[config.mk]
export PLATFORM = sky130hd
export DESIGN_NAME = pip_prod_cell
export DESIGN_NICKNAME = d
export VERILOG_FILES = /design/src/pip_pkg.sv /design/src/pip_prod_cell.sv
export SDC_FILE = /design/constraint.sdc
export NUM_CORES = 2
export LEC_CHECK = 0
export BUFFER_PORTS_ARGS = -buffer_cell sky130_fd_sc_hd__buf_2
export CAP_MARGIN = 20
export CORE_ASPECT_RATIO = 0.6
export CORE_MARGIN = 5
export CORE_UTILIZATION = 51
export DETAILED_ROUTE_END_ITERATION = 10
export GPL_ROUTABILITY_DRIVEN = 0
export PLACE_DENSITY = 0.67
export SETUP_SLACK_MARGIN = 0.02
export SYNTH_ARGS = -nofsm -noshare
export SYNTH_HDL_FRONTEND = slang
export SYNTH_SLANG_ARGS = --single-unit
[constraint.sdc]
create_clock -name i_clk -period 9.1 [get_ports i_clk]
set_input_delay 1.82 -clock i_clk [delete_from_list [all_inputs] [get_ports i_clk]]
set_output_delay 1.82 -clock i_clk [all_outputs]
set_load 0.01 [all_outputs]
[src/pip_pkg.sv]
// Shared types and constants for the point-in-polygon test unit.
package pip_pkg;

    // Item kinds carried on the input tuser bit
    localparam logic ACT_WRITE = 1'b0;
    localparam logic ACT_QUERY = 1'b1;

    // Configuration register indexes
    localparam logic CFG_VERTEX_COUNT = 1'b0;
    localparam logic CFG_TEST_MODE    = 1'b1;

    // Test modes
    localparam logic MODE_CONVEX  = 1'b0;
    localparam logic MODE_WINDING = 1'b1;

    // Fixed field widths
    localparam int CFG_DATA_W = 7;
    localparam int IDX_W      = 6;
    localparam int OUT_DATA_W = 8;

    // Control that travels down the edge cell chain with each edge
    typedef struct packed {
        logic valid;  // edge present in this cell
        logic last;   // final edge of the query
        logic a_le;   // start y <= py
        logic b_gt;   // end y > py
    } t_edge_ctl;

endpackage

[src/pip_prod_cell.sv]
// Edge cell two: the two cross-product terms, one multiplier each.
module pip_prod_cell #(
    parameter int COORD_BITS = 24
) (
    input  logic                             i_clk,
    input  logic                             i_rst_n,
    input  pip_pkg::t_edge_ctl               i_ctl,
    input  logic signed [COORD_BITS:0]       i_pa_x,
    input  logic signed [COORD_BITS:0]       i_ba_y,
    input  logic signed [COORD_BITS:0]       i_pa_y,
    input  logic signed [COORD_BITS:0]       i_ba_x,
    output pip_pkg::t_edge_ctl               o_ctl,
    output logic signed [2*COORD_BITS+1:0]   o_m1,
    output logic signed [2*COORD_BITS+1:0]   o_m2
);
    import pip_pkg::*;

    localparam int PW = 2 * (COORD_BITS + 1);

    t_edge_ctl            r_ctl;
    logic signed [PW-1:0] r_m1, r_m2;

    always_ff @(posedge i_clk) begin
        if (!i_rst_n) begin
            r_ctl <= '0;
        end else begin
            r_ctl <= i_ctl;
        end
    end

    // (px-ax)(by-ay) and (py-ay)(bx-ax), exact
    always_ff @(posedge i_clk) begin
        r_m1 <= PW'(i_pa_x) * PW'(i_ba_y);
        r_m2 <= PW'(i_pa_y) * PW'(i_ba_x);
    end

    assign o_ctl = r_ctl;
    assign o_m1  = r_m1;
    assign o_m2  = r_m2;

endmodule

After elaboration in Yosys (flattened, before gate mapping)
Cells that the tools add are included.
{"block": "totals", "register_bits": 104, "output_inout_bits": 104, "wordCells": 8, "in_bits": 106}
{"block": "op_classes", "multipliers": 2}
{"operator": "25-bit by 25-bit multiplier with 50-bit output", "n": 2}

Longest topological paths before layout
{"block": "logic_depth", "ltp_word": 1, "ltp_mapped": 27, "mapped_depth_nobuf": 25}

Worst setup path after synthesis
No wires, ideal clock.
{"block": "synth_timing", "path_kind": "input -> register", "start": "input port i_ba_y[4]", "end": "register r_m1[47] (netlist: o_m1[47])", "t_required_ns": 8.981, "setup_time_ns": 0.119, "t_arrival_ns": 8.187, "path_buffers": 2, "setup_slack_ns": 0.794, "stages": 26, "cell_sequence": "clkbuf_1 -> clkbuf_1 -> nand2_1 -> fa_1 -> inv_1 -> fa_1 -> inv_1 -> fa_1 -> inv_1 -> fa_1 -> inv_1 -> fa_1 -> inv_1 -> fa_1 -> inv_1 -> fa_1 -> inv_1 -> ha_1 -> nand2_1 -> or4_4 -> o21a_4 -> o31ai_4 -> a21oi_2 -> o311ai_1 -> a21oi_1 -> xnor2_1"}
{"block": "synth_between", "elab_chain_len": 1}
{"item": "from (decl)", "line": "pip_prod_cell.sv:9", "text": "input logic signed [COORD_BITS:0] i_ba_y,"}
{"item": "25-bit by 25-bit multiplier with 50-bit output", "line": "pip_prod_cell.sv:33", "text": "r_m1 <= PW'(i_pa_x) * PW'(i_ba_y);"}
{"item": "to (signal assigned)", "line": "pip_prod_cell.sv:33"}
{"item": "to (decl)", "line": "pip_prod_cell.sv:21", "text": "logic signed [PW-1:0] r_m1, r_m2;"}
No other way between the ends.
A chain may end at the register's enable or synchronous reset.

Worst setup path after layout
{"block": "layout_timing", "start": "input port i_ba_x[1]", "end": "register r_m2[49] (netlist: o_m2[49])"}
{"block": "layout_between", "elab_chain_len": 1}
{"item": "from (decl)", "line": "pip_prod_cell.sv:11", "text": "input logic signed [COORD_BITS:0] i_ba_x,"}
{"item": "25-bit by 25-bit multiplier with 50-bit output", "line": "pip_prod_cell.sv:34", "text": "r_m2 <= PW'(i_pa_y) * PW'(i_ba_x);"}
{"item": "to (signal assigned)", "line": "pip_prod_cell.sv:34"}
{"item": "to (decl)", "line": "pip_prod_cell.sv:21"}
No other way between the ends.

==> results.cfg <==
[status]
status = completed

[layout]
drive_gt1_share_pct = 7.07
fin_nets = 6862
area_delta_synth_final_pct = 6.38
finalNonFillerCells = 6396

[synth]
synth_top_area_share_pct = 55.3
ys_top_cells_by_area = fa_1, inv_1, and2_1
synth_ff_type = dfxtp_1
synth_most_common_cell = fa_1
synth_top_area_cell = fa_1
synthArstFlopShare_pct = 0
synth_edf_count = 0
avgSynthCellArea_um2 = 9.46
netlist_area_um2 = 47600
ys_types = 64
synthCells = 5030
synth.yosys.warnings = 0
synth_fp_nets = 6734
seq_area_frac_synth_pct = 4.37
synth_common_cells = fa_1, inv_1, nand2_1
synth.ff_latch_count = 104

[route]
drt_iter0_drc = 3138
drt-total-wl_um = 135000
vias = 33500
drcViolationCount = 0
vias_per_cell = 5.25
firstDrtPassIters = 5
ant_nets = 0
wl_per_cell_um = 21.1

[timing]
slew_viol_final = 0
timing.final.ws_setup_ns = 0.437
relSlewSlack_pct = 51.5
setup-violations-final = 0
hold_violations = 0
fmax_ghz = 0.115
rsz0062_at_grt = no
min_period_ns = 8.66
finalSetupTns_ns = 0
post-route-period-util_pct = 95.2
worst_pin_slew_ns = 0.724

[clock_network]
postCtsResizedCells = 0
cts_buffers = 9
cts.htree.levels = 3
postCtsHoldBufs = 0
cts_root_buf = clkbuf_16
tritoncts = yes
clkSlewWorstSetupHoldPaths_ns = 0.08
post_cts_buffers = 0
cts_max_path_buffers = 2
clock-sinks = 104

[placed_design]
port_buffers = 209
place_ws_ns = 0.0768
place_inst = 6379
hpwlAfterDp_um = 117000

[run]
cap_viol_max_count = 0

[floorplan]
core_um2 = 92200
dieArea_um2 = 99700
pin_count = 210
rows = 86
start_util_pct = 51.6
die_w_um = 404
fp.dieH_um = 247

[min_path]
hp-class = in2reg

[critical_path]
cp-end-kind = flip-flop
slowest_stage = fa_1
worstPathArrival_ns = 9.02
crit_path_max_fanout = 25
worstSetupPathType = in2reg
crit_chain = buf_2 > nand2_1 > inv_1 > fa_1 > fa_1 > inv_1 > fa_1 > inv_1 > fa_1 > fa_1 > fa_1 > fa_1 > ha_1 > a21o_1 > a21o_1 > a21oi_1 > nand2_1 > a221o_1 > a41oi_1 > xnor2_1
crit_path_frequent_cell = fa_1
worstPathRequired_ns = 9.46
startpoint_type = input pin
critPathMaxStageDelay_ns = 0.77

[grt]
grt_pass1_vias = 35500
grt_overflow = 0
antenna_found_initial = 3
grt_start_max_net_pins = 26
grt_usage_pct = 28.5
grt_first_pass_wirelength_um = 215000
[layout by cell type (no fill, tap or decap), types with 3 or more instances in the layout]
| cell type | n |
|---|---|
| o21ai_1 | 4 |
| a221oi_1 | 6 |
| a221o_1 | 3 |
| dfxtp_1 | 104 |
| o21a_1 | 16 |
| xnor2_1 | 83 |
| nor4_1 | 5 |
| nand2b_1 | 20 |
| a311oi_1 | 3 |
| a31oi_1 | 9 |
| nand3_1 | 16 |
| buf_2 | 209 |
| nor2_1 | 85 |
| a21oi_1 | 75 |
| and4_1 | 4 |
| buf_4 | 125 |
| and2_1 | 615 |
| inv_1 | 1268 |
| xor2_1 | 27 |
| nand4_1 | 8 |
| o21bai_1 | 13 |
| o211ai_1 | 7 |
| nor3_1 | 14 |
| fa_1 | 1316 |
| nor2b_1 | 15 |
| nand2_1 | 644 |
| ha_1 | 282 |
| and3_1 | 6 |
| clkbuf_16 | 9 |
| a211oi_1 | 15 |
| nand3b_1 | 4 |
| o21ai_0 | 53 |
| a21o_1 | 56 |
[cell families after synthesis]
| logic type | Yosys count | synth area share (%) |
|---|---|---|
| xor gates and xnor gates | 110 | 2.02 |
| and+or+nand+nor | 1444 | 15.1 |
| DFF | 104 | 4.37 |
| adders and majority gates | 1598 | 62.8 |
| AOI/OAI and AO/OA | 286 | 3.98 |
| buffers and inverters | 1488 | 11.7 |
[final cells by class]
type                            instances  area, um2
Timing Repair Buffer                  336       2020
Tap cell                             1232       1540
Sequential cell                       104       2080
Clock inverter                          5       40.0
Clock buffer                           11        253
Fill cell                            8259      41600
Multi-Input combinational cell       3438      39900
Antenna cell                            1       2.50
Inverter                             1269       4760
[routing by layer]
metal | wire, um | track usage, % | share of wire, %
met1 | 63200 | 45.9 | 47
met4 | 1190 | 3.01 | 0.89
met5 | 212 | 1.56 | 0.16
met3 | 22300 | 15.0 | 17
met2 | 47800 | 33.8 | 35
[worst max-delay path, delay by kind of cell]
kind / cells / cell delay [ns]
compound gates: 5 / 1.27
xor+xnor: 1 / 0.15
fa+ha+maj: 8 / 4.37
buf+inv: 4 / 1.05
simple gates: 2 / 0.33
[final timing paths]
| check | startpoint | endpoint | slack (ns) | cells after the start |
|---|---|---|---|---|
| setup / recovery | i_ba_x[1] | o_m2[49] | 0.44 | 20 |
| hold / removal | i_ctl[3] | o_ctl[3] | 1.59 | 2 |
[flip-flops by register name, indices dropped and copies added, names as in the netlist]
| register | flops |
|---|---|
| o_m2 | 50 |
| o_m1 | 50 |
| o_ctl | 4 |
[metrics by stage]
stage | utilization (%) | cell area (um2) | hold WS [ns]
5_1_grt | 54.9 | 50600 | 1.56
3_3_place_gp | 54.6 | 50300 | 2.02
6_report | 54.9 | 50600 | 1.59
3_5_place_dp | 54.6 | 50300 | 2.03
4_1_cts | 54.9 | 50600 | 1.53
2_1_floorplan | - | 47600 | 1.94
Power is left out: the tool's default activity adds up to more than one toggle a clock period on the data nets, which glitch-free logic cannot reach.
