$ cat src/pip_pkg.sv
// Shared types and constants for the point-in-polygon test unit.
package pip_pkg;

    // Item kinds carried on the input tuser bit
    localparam logic ACT_WRITE = 1'b0;
    localparam logic ACT_QUERY = 1'b1;

    // Configuration register indexes
    localparam logic CFG_VERTEX_COUNT = 1'b0;
    localparam logic CFG_TEST_MODE    = 1'b1;

    // Test modes
    localparam logic MODE_CONVEX  = 1'b0;
    localparam logic MODE_WINDING = 1'b1;

    // Fixed field widths
    localparam int CFG_DATA_W = 7;
    localparam int IDX_W      = 6;
    localparam int OUT_DATA_W = 8;

    // Control that travels down the edge cell chain with each edge
    typedef struct packed {
        logic valid;  // edge present in this cell
        logic last;   // final edge of the query
        logic a_le;   // start y <= py
        logic b_gt;   // end y > py
    } t_edge_ctl;

endpackage

$ cat src/pip_diff_cell.sv
// Edge cell one: coordinate differences and y-crossing flags for one edge.
module pip_diff_cell #(
    parameter int COORD_BITS = 24
) (
    input  logic                         i_clk,
    input  logic                         i_rst_n,
    input  logic                         i_valid,
    input  logic                         i_last,
    input  logic signed [COORD_BITS-1:0] i_ax,
    input  logic signed [COORD_BITS-1:0] i_ay,
    input  logic signed [COORD_BITS-1:0] i_bx,
    input  logic signed [COORD_BITS-1:0] i_by,
    input  logic signed [COORD_BITS-1:0] i_px,
    input  logic signed [COORD_BITS-1:0] i_py,
    output pip_pkg::t_edge_ctl           o_ctl,
    output logic signed [COORD_BITS:0]   o_pa_x,
    output logic signed [COORD_BITS:0]   o_ba_y,
    output logic signed [COORD_BITS:0]   o_pa_y,
    output logic signed [COORD_BITS:0]   o_ba_x
);
    import pip_pkg::*;

    localparam int DW = COORD_BITS + 1;

    t_edge_ctl             r_ctl;
    logic signed [DW-1:0]  r_pa_x, r_ba_y, r_pa_y, r_ba_x;

    // control: valid clears on reset
    always_ff @(posedge i_clk) begin
        if (!i_rst_n) begin
            r_ctl <= '0;
        end else begin
            r_ctl.valid <= i_valid;
            r_ctl.last  <= i_last;
            r_ctl.a_le  <= (i_ay <= i_py);
            r_ctl.b_gt  <= (i_by > i_py);
        end
    end

    // exact differences, one bit wider than the coordinates
    always_ff @(posedge i_clk) begin
        r_pa_x <= DW'(i_px) - DW'(i_ax);
        r_ba_y <= DW'(i_by) - DW'(i_ay);
        r_pa_y <= DW'(i_py) - DW'(i_ay);
        r_ba_x <= DW'(i_bx) - DW'(i_ax);
    end

    assign o_ctl  = r_ctl;
    assign o_pa_x = r_pa_x;
    assign o_ba_y = r_ba_y;
    assign o_pa_y = r_pa_y;
    assign o_ba_x = r_ba_x;

endmodule

$ cat config.mk
export PLATFORM = sky130hd
export DESIGN_NAME = pip_diff_cell
export DESIGN_NICKNAME = d
export VERILOG_FILES = /design/src/pip_pkg.sv /design/src/pip_diff_cell.sv
export SDC_FILE = /design/constraint.sdc
export NUM_CORES = 1
export LEC_CHECK = 0
export BUFFER_PORTS_ARGS = -buffer_cell sky130_fd_sc_hd__buf_2
export CAP_MARGIN = 20
export CORE_MARGIN = 3
export CORE_UTILIZATION = 55
export DETAILED_ROUTE_END_ITERATION = 8
export PLACE_DENSITY = 0.85
export SLEW_MARGIN = 25
export SYNTH_ARGS = -nofsm -noshare
export SYNTH_HDL_FRONTEND = slang
export SYNTH_SLANG_ARGS = --single-unit
$ cat constraint.sdc
create_clock -name i_clk -period 6 [get_ports i_clk]
set_input_delay 1.2 -clock i_clk [delete_from_list [all_inputs] [get_ports i_clk]]
set_output_delay 1.2 -clock i_clk [all_outputs]
set_load 0.1 [all_outputs]
# Yosys cells after proc, flatten, opt, wreduce, memory -nomap -nowiden
# Cells that the tools add are included.
[classes]
n_eq_ne = 0
div_mod_pow = 0
muxes = 0
magnitude_cmp = 2
n_shift = 0
n_mul = 0
addsub = 4
bitwise_logic = 0
reduce_logical = 0
[op_table]
columns = ["cell", "count"]
rows = [
  ["$sub 24x24->25", 4],
  ["$gt 24x24->1", 1],
  ["$le 24x24->1", 1],
]
[word_totals]
inputBits = 148
ram_bits = 0
latch_bits = 0
regBits = 104
romBits = 0
out_inout_bits = 104
elab_cells = 14
memories = 0

# Logic depth before layout (Yosys ltp)
# Gate-level depths: netlist of run 1.
[depth]
word_depth = 1
mapped_depth = 10
ltp_nobuf = 10

# Worst setup path before layout of run 1
# No wires, ideal clock.
[synth_path]
path_type = "input-to-reg"
start = "in i_by[0]"
end = "reg r_ba_y[24] (netlist: o_ba_y[24])"
path_stages = 10
arrival_ns = 2.980
setup_time_ns = 0.123
slack_ns = 2.896
required_time_ns = 5.877
n_path_buf = 0
path_cell_list = "inv_1 -> ha_1 -> fa_1 -> nor2b_1 -> o21ai_2 -> a21boi_4 -> o21ai_2 -> o31ai_4 -> and4_1 -> o32ai_1"
[synth_between]
elab_chain_len = 1
[synth_lines]
columns = ["item", "line", "rtl"]
rows = [
  ["from (decl)", "pip_diff_cell.sv:12", "input logic signed [COORD_BITS-1:0] i_by,"],
  ["$sub 24x24->25", "pip_diff_cell.sv:43", "r_ba_y <= DW'(i_by) - DW'(i_ay);"],
  ["to (signal assigned)", "pip_diff_cell.sv:43", ""],
  ["to (decl)", "pip_diff_cell.sv:26", "logic signed [DW-1:0] r_pa_x, r_ba_y, r_pa_y, r_ba_x;"],
]
# No other way between the ends.
# A chain may end at the register's enable or synchronous reset.

# Final worst setup path of run 1
[layout_path]
start = "in i_ax[0]"
end = "reg r_ba_x[24] (netlist: o_ba_x[24])"
[layout_between]
elab_chain_len = 1
[layout_lines]
columns = ["item", "line", "rtl"]
rows = [
  ["from (decl)", "pip_diff_cell.sv:9", "input logic signed [COORD_BITS-1:0] i_ax,"],
  ["$sub 24x24->25", "pip_diff_cell.sv:45", "r_ba_x <= DW'(i_bx) - DW'(i_ax);"],
  ["to (signal assigned)", "pip_diff_cell.sv:45", ""],
  ["to (decl)", "pip_diff_cell.sv:26", ""],
]
# No other way between the ends.

==> results.toml, run 1 <==
[sta]
setup_violations = 0
min_period_over_period = 0.520
hold_viol_final = 0
fmax_mhz = 321
min_period_ns = 3.12
tns_ns = 0
rsz0062_at_grt = "no"
relSlewSlack = 0.626
worst_pin_slew_ns = 0.565
finalMaxSlewViolations = 0

[global_route]
grt_max_degree = 19
grt_pass1_wl_mm = 34.6
grt_overflow = 0
grt_pass1_vias = 7395
grt.total_usage = 0.261
antenna_found_initial = 0

[route]
wl_per_cell_um = 15.5
drt_iter0_markers = 489
dr_total_vias = 7797
drc = 0
viasPerCell = 5.60
ant_nets = 0
routed_wl_mm = 21.6
dr.pass1.iters = 5

[pwr]
sequentialPowerShare = 0.253
p_clk_frac = 0.193
power_leakage_uw = 0.00497
cellPowerDensity_mw_per_mm2 = 351
swShare = 0.533
peakVddDrop_mv = 0.233
p_total_uw = 3440
power.internal_uw = 1610
combPwrFrac = 0.554
switching_power_uw = 1830

[worst_setup_path]
critPathMaxStageDelay_ns = 0.40
crit_start = "i_ax[0]"
end_kind = "flip-flop"
required_ns = 6.24
crit_path_cell_trace = "buf_2, ha_1, fa_1, nand2b_1, a21oi_1, o211ai_1, a31oi_2, a21oi_1, nor3b_1, o22ai_1"
criticalPathCategory = "in2reg"
worstPathArrival_ns = 3.36
crit_path_frequent_cell = "a21oi_1"
crit_path_end = "o_ba_x[24]$_DFF_P_"
slowest_stage = "fa_1"
path_max_fanout = 5
start_kind = "primary input"

[hold_path]
hold_start = "i_last"
hold_class = "in2reg"

[logic_synthesis]
synthesis.nets = 1236
ys.flop_type = "dfxtp_1"
postSynthAreaPerCell_um2 = 8.37
synth_cells = 964
synth.area.top_cells = "dfxtp_1 (26%), ha_1 (19%), a21oi_1 (5.3%)"
synth-seq-cells = 104
synthDominantCellAreaShare = 0.258
synth_seq_area_share = 0.258
async_flop_share = 0
synth_edf_count = 0
synth_area_mm2 = 0.00807
ys_warn_count = 0
yosysTopAreaCell = "dfxtp_1"
ys_types = 81

[clock_network]
h-tree-depth = 3
numCtsBuffers = 9
clk_pin_slew_ns = 0.08
cts_root_buf = "clkbuf_16"
clk_path_buf_depth = 2
cts_tree = "built"
postCtsSetupBuffers = 0
holdBufCountCts = 0
cts_sinks = 104
postCtsResizedCells = 0

[cells_and_area]
fin_nets = 1479
stdcell_count = 1392
num_antenna_cells = 0
fillers = 1122
synthToLayoutAreaGrowth_pct = 21.4
drive_gt1_frac = 0.251
postLayoutCoreUtil = 0.695

[floorplan]
fp.dieH_um = 127
die_x_um = 127
fp.coreArea_mm2 = 0.0141
io_pins = 252
start_util = 0.572
fp-row-count = 43
dieArea_mm2 = 0.0162

[placement]
placed_cells = 1376
io_buffers = 251
gp_congestion = 0.934
dp_hpwl_mm = 18.2

[run_status]
status = "finished, final reports clean"

[flow_run]
drv_cap = 0
-- layer usage --
metal | track usage | share of wire | up-vias
met5 | 0 | 0 | -
met4 | 0.0953 | 0.027 | 0
met3 | 0.0347 | 0.062 | 41
met2 | 0.462 | 0.48 | 287
met1 | 0.325 | 0.43 | 3526
li1 | - | - | 3943
-- power by group through the flow --
stage          clock network (µW)  registers [µW]  logic, µW
6_report                      665             870       1900
5_1_grt                       698             882       2000
2_1_floorplan                   0            1940        515
3_3_place_gp                    0             885       1890
3_5_place_dp                    0             886       1900
4_1_cts                       672             872       1910
-- stage by stage --
| step | hold slack (ns) | worst slack [ns] | instance area (µm²) |
|---|---|---|---|
| after floorplan | 1.32 | 2.90 | 8070 |
| after CTS | 1.04 | 2.89 | 9790 |
| final | 1.04 | 2.88 | 9790 |
| after global routing | 1.04 | 2.73 | 9790 |
| after detailed placement | 1.42 | 2.53 | 9470 |
| after global placement | 1.40 | 2.56 | 9470 |
-- cell usage after synthesis (5+ instances only) --
cell type and n:
and2_1 5, nand2_1 63, xnor2_1 47, o21ai_0 37, a21o_1 34, inv_1 110
o21a_1 17, a21oi_1 86, ha_1 120, nand4_1 17, nor3_1 16, a221o_1 5
nand2b_1 7, nor2b_1 19, nor3b_1 5, o21ai_2 6, nor2_1 62, or3_1 5
a21oi_2 5, nand3_1 13, clkbuf_1 14, a211oi_1 10, o211ai_1 6, a31oi_1 8
o21ai_1 18, xor2_1 22, dfxtp_1 104, and3_1 11, o21bai_1 9
-- critical path: cells and delay by family --
kind | cells | cell delay [ns]
compound gates | 5 | 1.00
simple gates | 2 | 0.42
fa+ha+maj | 2 | 0.63
buf+inv | 1 | 0.11
-- placed cells by master (no fill, tap or decap), drive strengths merged, types with 7 or more instances in the layout --
cell    synthesis  final
and3           11     11
nand2b          7      7
o211ai          7      7
ha            120    120
dfxtp         104    104
inv           110    113
nor2           62     62
o21bai          9      9
a31oi          11     11
o21a           17     17
nor2b          19     19
nor3           17     17
nand2          63     63
buf             4    251
a211oi         11     11
nand4          17     17
clkbuf         15      9
nand3          13     13
xnor2          47     47
o31ai           8      8
o21ai          61     61
a21o           34     34
a21oi          92     92
xor2           22     22
-- kinds of logic after synthesis --
kind of cell | count (synthesis) | share of synthesized area
flip-flops | 104 | 0.258
XOR/XNOR | 69 | 0.0749
AO/OA/AOI/OAI | 299 | 0.264
adder cells (fa/ha/maj) | 124 | 0.196
buffers and inverters | 130 | 0.0617
AND/OR/NAND/NOR | 236 | 0.143
multiplexers | 2 | 0.00264
-- how the worst min path moves through the flow --
stage	end	slack, ns	cells past startpoint
6_report	o_ctl[2]$_SDFF_PN0_	1.04	2
2_1_floorplan	o_ctl[2]$_SDFF_PN0_	1.32	1
5_1_grt	o_ctl[3]$_SDFF_PN0_	1.04	2
3_3_place_gp	o_ctl[3]$_SDFF_PN0_	1.40	2
3_5_place_dp	o_ctl[2]$_SDFF_PN0_	1.42	2
4_1_cts	o_ctl[2]$_SDFF_PN0_	1.04	2
-- registers in the layout (all words and copies together), names as in the netlist --
signal / cells
o_ctl: 4
o_pa_y: 25
o_ba_x: 25
o_ba_y: 25
o_pa_x: 25
-- final cells by class --
cell class	count	area (µm²)	area share
tap	180	225	0.0230
timing repair buffer	251	1260	0.128
multi-input combinational	730	5490	0.560
clock inverter	7	103	0.0105
clock buffer	9	225	0.0230
sequential	104	2080	0.213
inverter	111	418	0.0427
No activity file was read; power rests on OpenSTA's default activity.
==> run 2: changes to the inputs <==
--- a/config.mk
+++ b/config.mk
@@ -8,9 +8,9 @@
 export BUFFER_PORTS_ARGS = -buffer_cell sky130_fd_sc_hd__buf_2
 export CAP_MARGIN = 20
 export CORE_MARGIN = 3
-export CORE_UTILIZATION = 55
+export CORE_UTILIZATION = 53
 export DETAILED_ROUTE_END_ITERATION = 8
-export PLACE_DENSITY = 0.85
+export PLACE_DENSITY = 0.82
 export SLEW_MARGIN = 25
 export SYNTH_ARGS = -nofsm -noshare
 export SYNTH_HDL_FRONTEND = slang
==> constraint.sdc (replaced) <==
create_clock -name i_clk -period 2.9 [get_ports i_clk]
set_input_delay 0.58 -clock i_clk [delete_from_list [all_inputs] [get_ports i_clk]]
set_output_delay 0.58 -clock i_clk [all_outputs]
set_load 0.1 [all_outputs]
==> results.toml, run 2 (synthesized netlist as in run 1, its figures left out) <==
[run_status]
status = "finished, final reports clean"

[global_route]
grt_overflow = 0
grtUsageMet2 = 0.476
use_met1 = 0.310
use_met3 = 0.0330
grt_pass1_vias = 7551
busiest_layer = "met2"
grt.total_usage = 0.258
grt_pass1_wl_mm = 35.0
grt_max_degree = 19
antenna_found_initial = 0

[route]
viasPerCell = 5.63
drt_iter0_markers = 462
drc = 0
wl_per_cell_um = 15.9
routed_wl_mm = 22.3
dr_total_vias = 7880
dr.pass1.iters = 5
ant_nets = 0

[sta]
worst_pin_slew_ns = 0.535
min_period_ns = 2.54
min_period_over_period = 0.876
hold_viol_final = 0
tns_ns = 0
relSlewSlack = 0.646
finalMaxSlewViolations = 0
fmax_mhz = 394
setup_violations = 0
rsz0062_at_grt = "no"

[worst_setup_path]
required_ns = 3.13
start_kind = "primary input"
end_kind = "flip-flop"
path_max_fanout = 3
criticalPathCategory = "in2reg"
worstPathArrival_ns = 2.77

[pwr]
power_leakage_uw = 0.00498
p_total_uw = 7060
cellPowerDensity_mw_per_mm2 = 720
peakVddDrop_mv = 0.420

[clock_network]
holdBufCountCts = 0
postCtsSetupBuffers = 0
clk_path_buf_depth = 2
cts_sinks = 104
cts_root_buf = "clkbuf_16"
h-tree-depth = 3
numCtsBuffers = 9
cts_tree = "built"
clk_pin_slew_ns = 0.07
postCtsResizedCells = 0

[hold_path]
hold_class = "in2reg"
whs_path_depth = 2
hold_start = "i_last"
min_to = "o_ctl[2]$_SDFF_PN0_"

[floorplan]
fp.coreArea_mm2 = 0.0147
die_x_um = 129
fp.dieH_um = 129
dieArea_mm2 = 0.0167
fp-row-count = 44
start_util = 0.549
io_pins = 252

[placement]
io_buffers = 251
dp_hpwl_mm = 18.4
gp_congestion = 0.949

[cells_and_area]
num_antenna_cells = 0
drive_gt1_frac = 0.253
final_common_cell = "buf_2"
fin_nets = 1482
synthToLayoutAreaGrowth_pct = 21.6
final_cell_mix = "buf_2 (251), ha_1 (120), inv_1 (110)"

[flow_run]
drv_cap = 0
==> run 2: final cells by class <==
class / instances / area, µm²
sequential: 104 / 2080
tap: 184 / 230
multi-input combinational: 730 / 5490
inverter: 111 / 418
clock buffer: 10 / 239
timing repair buffer: 254 / 1280
fill: 1269 / 4890
clock inverter: 6 / 75.1
==> run 2: power by group <==
group / switching [µW] / internal (µW) / total (µW)
Clock: 598 / 706 / 1300
Combinational: 3120 / 829 / 3950
Sequential: 76.5 / 1730 / 1800
Total: 3800 / 3260 / 7060
==> run 2: worst max-delay path, stage by stage <==
cell      delay (ns)
buf_2           0.11
ha_1            0.23
fa_1            0.41
nand2b_1        0.18
a21oi_1         0.20
o211ai_1        0.18
a31oi_2         0.30
a21oi_1         0.18
nor3b_1         0.29
o22ai_1         0.12
==> run 2: metal layers <==
| layer | vias up | wire length, µm |
|---|---|---|
| li1 | 3933 | - |
| met1 | 3582 | 9240 |
| met2 | 330 | 11100 |
| met3 | 35 | 1480 |
| met4 | 0 | 430 |
| met5 | - | 0 |
==> run 2: through the flow <==
| stage | worst slack [ns] | utilization | cell area [µm²] | hold WS, ns | std cells |
|---|---|---|---|---|---|
| 2_1_floorplan | 0.416 | - | 8070 | 0.702 | 964 |
| 3_3_place_gp | 0.133 | 0.646 | 9490 | 0.779 | 1383 |
| 6_report | 0.361 | 0.667 | 9810 | 0.428 | 1399 |
| 4_1_cts | 0.405 | 0.667 | 9810 | 0.417 | 1399 |
| 3_5_place_dp | 0.0355 | 0.646 | 9490 | 0.796 | 1383 |
| 5_1_grt | 0.211 | 0.667 | 9810 | 0.435 | 1399 |
==> run 2: worst max path at each step <==
stage	startpoint	end	cells past startpoint
floorplan	i_by[0]	o_ba_y[24]$_DFF_P_	10
global placement	i_ax[0]	o_ba_x[24]$_DFF_P_	10
detailed placement	i_ax[0]	o_ba_x[24]$_DFF_P_	10
CTS	i_ax[0]	o_ba_x[24]$_DFF_P_	10
global route	i_ax[0]	o_ba_x[24]$_DFF_P_	10
finish	i_ax[0]	o_ba_x[24]$_DFF_P_	10
