--- config.mk ---
export PLATFORM = sky130hd
export DESIGN_NAME = pip_sign_cell
export DESIGN_NICKNAME = d
export VERILOG_FILES = /design/src/pip_pkg.sv /design/src/pip_sign_cell.sv
export SDC_FILE = /design/constraint.sdc
export NUM_CORES = 1
export LEC_CHECK = 0
export BUFFER_PORTS_ARGS = -buffer_cell sky130_fd_sc_hd__clkbuf_2
export CELL_PAD_IN_SITES_DETAIL_PLACEMENT = 1
export CELL_PAD_IN_SITES_GLOBAL_PLACEMENT = 1
export CORE_AREA = 2 2 119 92
export DETAILED_ROUTE_END_ITERATION = 12
export DIE_AREA = 0 0 121 94
export GPL_TIMING_DRIVEN = 0
export PLACE_DENSITY = 0.94
export SLEW_MARGIN = 25
export SYNTH_ARGS = -nofsm -noshare
export SYNTH_HDL_FRONTEND = slang
export SYNTH_SLANG_ARGS = --single-unit
--- constraint.sdc ---
create_clock -name i_clk -period 8.8 [get_ports i_clk]
set_input_delay 0.88 -clock i_clk [delete_from_list [all_inputs] [get_ports i_clk]]
set_output_delay 0.88 -clock i_clk [all_outputs]
set_load 0.02 [all_outputs]
--- src/pip_pkg.sv ---
// Shared types and constants for the point-in-polygon test unit.
package pip_pkg;

    // Item kinds carried on the input tuser bit
    localparam logic ACT_WRITE = 1'b0;
    localparam logic ACT_QUERY = 1'b1;

    // Configuration register indexes
    localparam logic CFG_VERTEX_COUNT = 1'b0;
    localparam logic CFG_TEST_MODE    = 1'b1;

    // Test modes
    localparam logic MODE_CONVEX  = 1'b0;
    localparam logic MODE_WINDING = 1'b1;

    // Fixed field widths
    localparam int CFG_DATA_W = 7;
    localparam int IDX_W      = 6;
    localparam int OUT_DATA_W = 8;

    // Control that travels down the edge cell chain with each edge
    typedef struct packed {
        logic valid;  // edge present in this cell
        logic last;   // final edge of the query
        logic a_le;   // start y <= py
        logic b_gt;   // end y > py
    } t_edge_ctl;

endpackage

--- src/pip_sign_cell.sv ---
// Edge cell three: sign of the cross product difference.
module pip_sign_cell #(
    parameter int COORD_BITS = 24
) (
    input  logic                           i_clk,
    input  logic                           i_rst_n,
    input  pip_pkg::t_edge_ctl             i_ctl,
    input  logic signed [2*COORD_BITS+1:0] i_m1,
    input  logic signed [2*COORD_BITS+1:0] i_m2,
    output pip_pkg::t_edge_ctl             o_ctl,
    output logic                           o_neg,
    output logic                           o_pos
);
    import pip_pkg::*;

    localparam int PW = 2 * (COORD_BITS + 1);
    localparam int SW = PW + 1;

    t_edge_ctl            r_ctl;
    logic                 r_neg, r_pos;
    logic signed [SW-1:0] diff;

    // full-width difference, no overflow possible
    assign diff = SW'(i_m1) - SW'(i_m2);

    always_ff @(posedge i_clk) begin
        if (!i_rst_n) begin
            r_ctl <= '0;
        end else begin
            r_ctl <= i_ctl;
        end
    end

    always_ff @(posedge i_clk) begin
        r_neg <= diff[SW-1];
        r_pos <= !diff[SW-1] && (diff != '0);
    end

    assign o_ctl = r_ctl;
    assign o_neg = r_neg;
    assign o_pos = r_pos;

endmodule

# Word level (Yosys, flattened, before mapping)
# Index checks and enable logic that the tools add are counted.
classes:
  n_addsub: 1
  reduce_logical: 3
ops:
  columns: ["operator", "count"]
  rows:
  - ["nonzero test 51 bit", 1]
  - ["subtractor 50 x 50 -> 51 bit", 1]
  - ["logical AND 1 bit", 1]
  - ["zero test 1 bit", 1]
word_totals:
  ff_bits: 6
  in_bits: 106
  out_inout_bits: 6
  word_cells: 10

# Logic depth before layout (Yosys ltp)
# Gate-level depths: netlist (run 1).
depth:
  word_depth: 3
  mapped_depth: 14
  depth_no_buf: 14

# Worst setup path before layout (run 1)
# Ideal clock, no wire load.
synth_timing:
  path_kind: "input-to-reg"
  startpoint: "in i_m1[0]"
  endpoint: "reg r_pos (netlist: o_pos)"
  setup_time_ns: 0.127
  arrival_time_ns: 3.667
  required_time_ns: 8.673
  path_slack_ns: 5.006
  stages: 14
  path_buffers: 0
  cell_sequence: "inv_1 > ha_1 > inv_1 > fa_1 > a21o_2 > a221o_2 > and4b_1 > a211oi_2 > nand4_1 > or4_1 > nor4_2 > nand4b_1 > nor4_1 > a21oi_1"
synth_via:
  elab_chain_len: 3
  word_cells_on_any_way: 4
  cone_classes: "add/sub: 1; reduce/logical: 3"
synth_rtl:
  columns: ["element", "line_no", "rtl"]
  rows:
  - ["start, declared", "pip_sign_cell.sv:8", "input logic signed [2*COORD_BITS+1:0] i_m1,"]
  - ["subtractor 50 x 50 -> 51 bit *", "pip_sign_cell.sv:24", "assign diff = SW'(i_m1) - SW'(i_m2);"]
  - ["nonzero test 51 bit or zero test 1 bit (tied branches)", "pip_sign_cell.sv:36", "r_pos <= !diff[SW-1] && (diff != '0);"]
  - ["logical AND 1 bit *", "pip_sign_cell.sv:36", null]
  - ["end signal, assigned", "pip_sign_cell.sv:36", null]
  - ["end, declared", "pip_sign_cell.sv:20", "logic r_neg, r_pos;"]
# Mark *: on every way between the ends. The rest lies on a longest branch, timed or not.
# A chain may end at the register's enable or synchronous reset.

# Final worst setup path (run 1)
layout_timing:
  startpoint: "in i_m2[19]"
  endpoint: "reg r_pos (netlist: o_pos)"
layout_via:
  elab_chain_len: 3
  word_cells_on_any_way: 4
  cone_classes: "add/sub: 1; reduce/logical: 3"
layout_rtl:
  columns: ["element", "line_no", "rtl"]
  rows:
  - ["start, declared", "pip_sign_cell.sv:9", "input logic signed [2*COORD_BITS+1:0] i_m2,"]
  - ["subtractor 50 x 50 -> 51 bit *", "pip_sign_cell.sv:24", null]
  - ["nonzero test 51 bit or zero test 1 bit (tied branches)", "pip_sign_cell.sv:36", null]
  - ["logical AND 1 bit *", "pip_sign_cell.sv:36", null]
# Marked as above.

==> flow_summary.yaml, run 1 <==
route:
  post_drt_wl_per_cell_um: 19.2
  drt.antenna.violating_nets: 0
  num_vias: 5350
  viasPerCell: 6.22
  drtPass1Iterations: 5
  drcViolationCount: 0
  drt_iter0_markers: 498
  totalWireLength_um: 16500
run:
  maxCapViolCount: 0
clock_network:
  cts_tree: "done"
  cts_hold_buf: 0
  cts-resized-gates: 0
  cts_max_path_buffers: 2
  cts_buffers: 3
  clkSinkCount: 6
  cts_root_buf: "clkbuf_16"
  htreeDepth: 1
  cts.clk_slew.worst_paths_ns: 0.04
  postCtsSetupRepairBufs: 0
final_layout:
  drive_gt1_share_pct: 22.0
  num-nets-final: 883
  syn_to_final_growth_pct: 19.6
  antenna_cells: 0
  final_common_cell: "clkbuf_2"
  layout_common_cells: "clkbuf_2 (114), inv_1 (61), a21oi_1 (58)"
  stdcell_count: 860
sta:
  setup-tns-final_ns: 0
  hold_violations: 0
  setup_viol: 0
  rsz0062_at_grt: "no"
  hold_slack_ns: 0.866
  max_slew.worst_pin.slew_ns: 0.834
  relSlewSlack_pct: 44.4
  post-route-period-util_pct: 49.0
  max_freq_ghz: 0.232
  timing.final.ws_setup_ns: 4.49
  slew_viol_final: 0
  post-route-min-period_ns: 4.31
die:
  dieHeight_um: 94
  initial_core_util_pct: 40.3
  rows: 32
  ios: 112
  die-area_mm2: 0.0114
  coreArea_mm2: 0.0101
  dieWidth_um: 121
placement:
  dp_slack_ns: 4.31
  io_buffer_count: 111
  gp_congestion: 0.938
  dp.cells: 857
  dp_hpwl_um: 14000
synth:
  synth-seq-cells: 6
  ys.flop_type: "dfxtp_1"
  synth_area_mm2: 0.00409
  seq_area_frac_synth_pct: 2.94
  synth_edf_count: 0
  synth_cell_types: 86
  synthCells: 610
  ys_warn_count: 0
  syn_area_per_cell_um2: 6.70
  async_flop_share_pct: 0
  syn_nets: 767
power:
  ir_worst_vdd_uv: 47.5
  p_int_uw: 222
  clockPowerShare_pct: 16.9
  combPwrFrac_pct: 76.3
  p_leak_uw: 0.00236
  swShare_pct: 50.7
  p_sw_uw: 229
  power_frac_seq_pct: 6.8
  power.density_mw_per_mm2: 92.4
global_routing:
  grt_pass1_vias: 5465
  antenna_found_initial: 0
  gr-total-overflow: 0
  grt_max_degree: 11
  grt_use_total_pct: 28.8
  grt_first_pass_wirelength_um: 26800
setup_path:
  critPathTopFamily: "compound AO/OA/AOI/OAI gates"
  cp_slowest_cell: "a2111oi_0"
  cp-start-kind: "input pin"
  cp_data_required_time_ns: 8.90
  cp-end-kind: "flip-flop"
  critPathArrivalTime_ns: 4.41
  cp_max_fo: 8
  worstSetupPathType: "in -> reg"
  crit_path_max_incr_delay_ns: 0.50
  path_buf_inv: 4
  path_cells: "clkbuf_2 -> inv_1 -> ha_1 -> clkbuf_2 -> a21oi_1 -> a21boi_0 -> o21a_1 -> o21ai_0 -> and3_1 -> clkbuf_1 -> a211oi_1 -> a2111oi_0 -> o211ai_1 -> nor4_1 -> a21oi_1"
worst_hold_path:
  hold_class: "in -> reg"
run_status:
  status: "completed"
worst paths after layout:
check / startpoint / endpoint / slack, ns / cells after the start
hold / removal: i_ctl[3] / o_ctl[3]$_SDFF_PN0_ / 0.87 / 2
setup / recovery: i_m2[19] / o_pos$_DFF_P_ / 4.49 / 15
power by group through the flow:
stage	Clock, µW	Sequential (µW)	Combinational, µW
finish	76.4	30.6	344
floorplan	0	33.5	227
CTS	76.6	30.6	336
global placement	0	30.5	318
global route	79.2	30.8	377
detailed placement	0	31.0	333
flip-flops by register name, indices dropped and copies added (netlist names):
signal and flops:
o_ctl 4, o_pos 1, o_neg 1
cells by family (layout without fill, tap and decap cells):
kind of cell / Yosys count / count (layout) / synth area share [%]
adders and majority gates: 51 / 51 / 15.8
xor gates and xnor gates: 14 / 14 / 3.00
AOI/OAI and AO/OA: 220 / 220 / 37.0
DFF: 6 / 6 / 2.94
buffers and inverters: 88 / 202 / 9.07
muxes: 9 / 9 / 2.33
and+or+nand+nor: 222 / 222 / 29.9
Yosys cell counts (all sizes together), types with 6 or more instances:
cell	count	area [µm²]
nand4	19	119
a21oi	59	299
clkbuf	19	95.1
and3	12	77.6
o211ai	15	118
xnor2	6	52.6
ha	50	626
nand2	55	206
dfxtp	6	120
a21o	14	108
a211oi	9	72.6
buf	8	46.3
o2111ai	6	52.6
nand2b	6	37.5
or3	9	56.3
o21a	21	158
o21ai	33	165
nor2	25	93.8
nor4	9	62.6
and4	10	88.8
or4	6	45.0
and2	10	62.6
xor2	8	70.1
o22ai	6	37.5
inv	61	229
nand3	19	95.1
nor3	17	85.1
a31oi	7	43.8
cell type report:
cell class | instances | area, µm²
inverter | 61 | 229
clock buffer | 3 | 75.1
timing repair buffer | 111 | 556
buffer | 27 | 141
fill | 1400 | 5240
tap | 136 | 170
sequential | 6 | 120
multi-input combinational | 516 | 3590
routing by layer:
layer	part of all wire, %	global-route usage [%]	wire length [µm]
met1	45	38.6	7440
met2	46	49.7	7600
met3	7.2	3.46	1180
met4	1.5	5.91	246
met5	0	0	0
per-stage QoR:
step	utilization [%]	total power, µW	cell area, µm²
finish	48.2	451	4890
global route	48.2	487	4890
CTS	48.2	443	4890
detailed placement	47.5	364	4810
global placement	47.5	349	4810
floorplan	-	261	4090
No activity file was read; power rests on OpenSTA's default activity.
==> inputs of run 2 (changes only) <==
--- a/config.mk
+++ b/config.mk
@@ -5,14 +5,15 @@
 export SDC_FILE = /design/constraint.sdc
 export NUM_CORES = 1
 export LEC_CHECK = 0
+export ABC_AREA = 1
 export BUFFER_PORTS_ARGS = -buffer_cell sky130_fd_sc_hd__clkbuf_2
 export CELL_PAD_IN_SITES_DETAIL_PLACEMENT = 1
 export CELL_PAD_IN_SITES_GLOBAL_PLACEMENT = 1
-export CORE_AREA = 2 2 119 92
+export CORE_AREA = 2 2 146 113
 export DETAILED_ROUTE_END_ITERATION = 12
-export DIE_AREA = 0 0 121 94
+export DIE_AREA = 0 0 148 115
 export GPL_TIMING_DRIVEN = 0
-export PLACE_DENSITY = 0.94
+export PLACE_DENSITY = 0.85
 export SLEW_MARGIN = 25
 export SYNTH_ARGS = -nofsm -noshare
 export SYNTH_HDL_FRONTEND = slang
==> constraint.sdc (replaced) <==
create_clock -name i_clk -period 3.7 [get_ports i_clk]
set_input_delay 0.37 -clock i_clk [delete_from_list [all_inputs] [get_ports i_clk]]
set_output_delay 0.37 -clock i_clk [all_outputs]
set_load 0.02 [all_outputs]
==> run 2 against run 1 <==
- clock-buffer cell count unchanged
- setup slack got worse by 3.8 ns
- clock power increased by 130%
- total power increased by 140%
- critical path depth increased by 6
- critical path type unchanged
- largest power group unchanged
- highest routed layer unchanged
==> flow_summary.yaml, run 2 <==
setup_path:
  cp_data_required_time_ns: 3.82
  cp-end-kind: "flip-flop"
  cp_max_fo: 5
  cp_slowest_cell: "fa_1"
  critPathTopFamily: "simple AND/OR/NAND/NOR gates"
  path_buf_inv: 3
  crit_path_max_incr_delay_ns: 0.50
  critPathMostFrequentCell: "nand2_1"
  critPathArrivalTime_ns: 3.09
  crit_cells: 21
  path_cells: "clkbuf_2 -> inv_1 -> ha_1 -> inv_1 -> fa_1 -> nand3_1 -> nand3_1 -> nand3_1 -> nand3_1 -> nand2_1 -> nand2_1 -> nand2_1 -> nand2_1 -> nand2_1 -> nand2_1 -> nor2_1 -> nand2_1 -> nor2_1 -> nand3_1 -> nor2_1 -> nor2_1"
  worstSetupPathType: "in -> reg"
  cp-start-kind: "input pin"
global_routing:
  grt_first_pass_wirelength_um: 30600
  antenna_found_initial: 0
  gr-total-overflow: 0
  grt_use_total_pct: 22.2
  grt_pass1_vias: 6252
  grt_max_degree: 8
sta:
  max_slew.worst_pin.slew_ns: 0.462
  slew_viol_final: 0
  setup_viol: 0
  setup-tns-final_ns: 0
  rsz0062_at_grt: "no"
  post-route-period-util_pct: 80.3
  timing.final.ws_setup_ns: 0.730
  hold_violations: 0
  relSlewSlack_pct: 68.9
  max_freq_ghz: 0.337
  post-route-min-period_ns: 2.97
placement:
  dp_hpwl_um: 17300
  io_buffer_count: 111
  dp_slack_ns: 0.515
  gp_congestion: 0.983
power:
  p_leak_uw: 0.00392
  p_int_uw: 507
  power_frac_seq_pct: 6.6
  ir_worst_vdd_uv: 147
  clockPowerShare_pct: 15.6
  p_sw_uw: 596
  swShare_pct: 54.0
  combPwrFrac_pct: 77.8
  power.density_mw_per_mm2: 190
route:
  drcViolationCount: 0
  totalWireLength_um: 18800
  num_vias: 6394
  viasPerCell: 4.70
  post_drt_wl_per_cell_um: 13.8
  drt_iter0_markers: 299
  drt.antenna.violating_nets: 0
  drtPass1Iterations: 4
synth:
  synth_area_leaders: "nand2_1 (31%), inv_1 (21%), ha_1 (13%), nor2_1 (7.9%), nand3_1 (5.9%)"
  synth-seq-cells: 6
  synth_top_area_share_pct: 31.2
  synth_edf_count: 0
  ys.flop_type: "dfxtp_1"
  yosysMostFrequentCell: "nand2_1"
  synth_area_mm2: 0.00490
  syn_nets: 1194
  ys_warn_count: 0
  netlist_top_cells_count: "nand2_1 (408), inv_1 (268), nor2_1 (103), nand3_1 (58), ha_1 (50)"
  seq_area_frac_synth_pct: 2.45
  synth_cell_types: 27
  yosys.area.top_type: "nand2_1"
  synthCells: 1037
  async_flop_share_pct: 0
  syn_area_per_cell_um2: 4.73
worst_hold_path:
  min_path_cells: 3
  hold_class: "in -> reg"
final_layout:
  syn_to_final_growth_pct: 18.2
  layout_common_cells: "nand2_1 (408), inv_1 (268), clkbuf_2 (111)"
  final_common_cell: "nand2_1"
  drive_gt1_share_pct: 12.5
  num-nets-final: 1310
  largest_register_ffs: 4
  antenna_cells: 0
clock_network:
  cts_hold_buf: 0
  cts-resized-gates: 0
  cts_root_buf: "clkbuf_16"
  clkSinkCount: 6
  cts_tree: "done"
  htreeDepth: 1
  postCtsSetupRepairBufs: 0
  cts.clk_slew.worst_paths_ns: 0.03
  cts_buffers: 3
  cts_max_path_buffers: 2
die:
  die-area_mm2: 0.0170
  initial_core_util_pct: 31.4
  ios: 112
  dieWidth_um: 148
  dieHeight_um: 115
  rows: 40
  coreArea_mm2: 0.0156
run_status:
  status: "completed"
run:
  maxCapViolCount: 0
## run 2: worst paths after layout
kind | from | endpoint
max | i_m1[0] | o_pos$_DFF_P_
min | i_ctl[1] | o_ctl[1]$_SDFF_PN0_
## run 2: cells by family after synthesis
family | Yosys count | share of synthesized area, %
adders and majority gates | 51 | 13.2
xor gates and xnor gates | 22 | 3.93
AOI/OAI and AO/OA | 57 | 6.38
DFF | 6 | 2.45
and+or+nand+nor | 631 | 53.4
buffers and inverters | 270 | 20.7
## run 2: per-layer routing
layer | track usage, % | vias up | share of wire (%)
met1 | 33.3 | 2923 | 52
met3 | 2.26 | 14 | 6.0
li1 | - | 3303 | -
met4 | 3.43 | 0 | 1.0
met2 | 34.7 | 154 | 41
met5 | 0 | - | 0
## run 2: per-stage QoR
step	util (%)	hold WS, ns	total power [µW]	instance area, µm²	cells
2_1_floorplan	-	0.463	650	4900	1037
3_3_place_gp	36.6	0.552	894	5720	1358
3_5_place_dp	36.6	0.560	919	5720	1358
4_1_cts	37.1	0.329	1100	5800	1361
5_1_grt	37.1	0.340	1230	5800	1361
6_report	37.1	0.329	1100	5800	1361
## run 2: cell type report
class / count / area, µm²
Inverter: 270 / 1010
Sequential cell: 6 / 120
Clock buffer: 3 / 75.1
Multi-Input combinational cell: 761 / 3770
Timing Repair Buffer: 111 / 556
Tap cell: 210 / 263
Fill cell: 2396 / 9820
## run 2: power by group through the flow
| stage | registers (µW) | clock network (µW) | logic (µW) |
|---|---|---|---|
| floorplan | 82.0 | 0 | 568 |
| global placement | 73.7 | 0 | 820 |
| detailed placement | 74.0 | 0 | 845 |
| CTS | 73.1 | 177 | 850 |
| global route | 73.6 | 181 | 971 |
| finish | 73.0 | 172 | 858 |
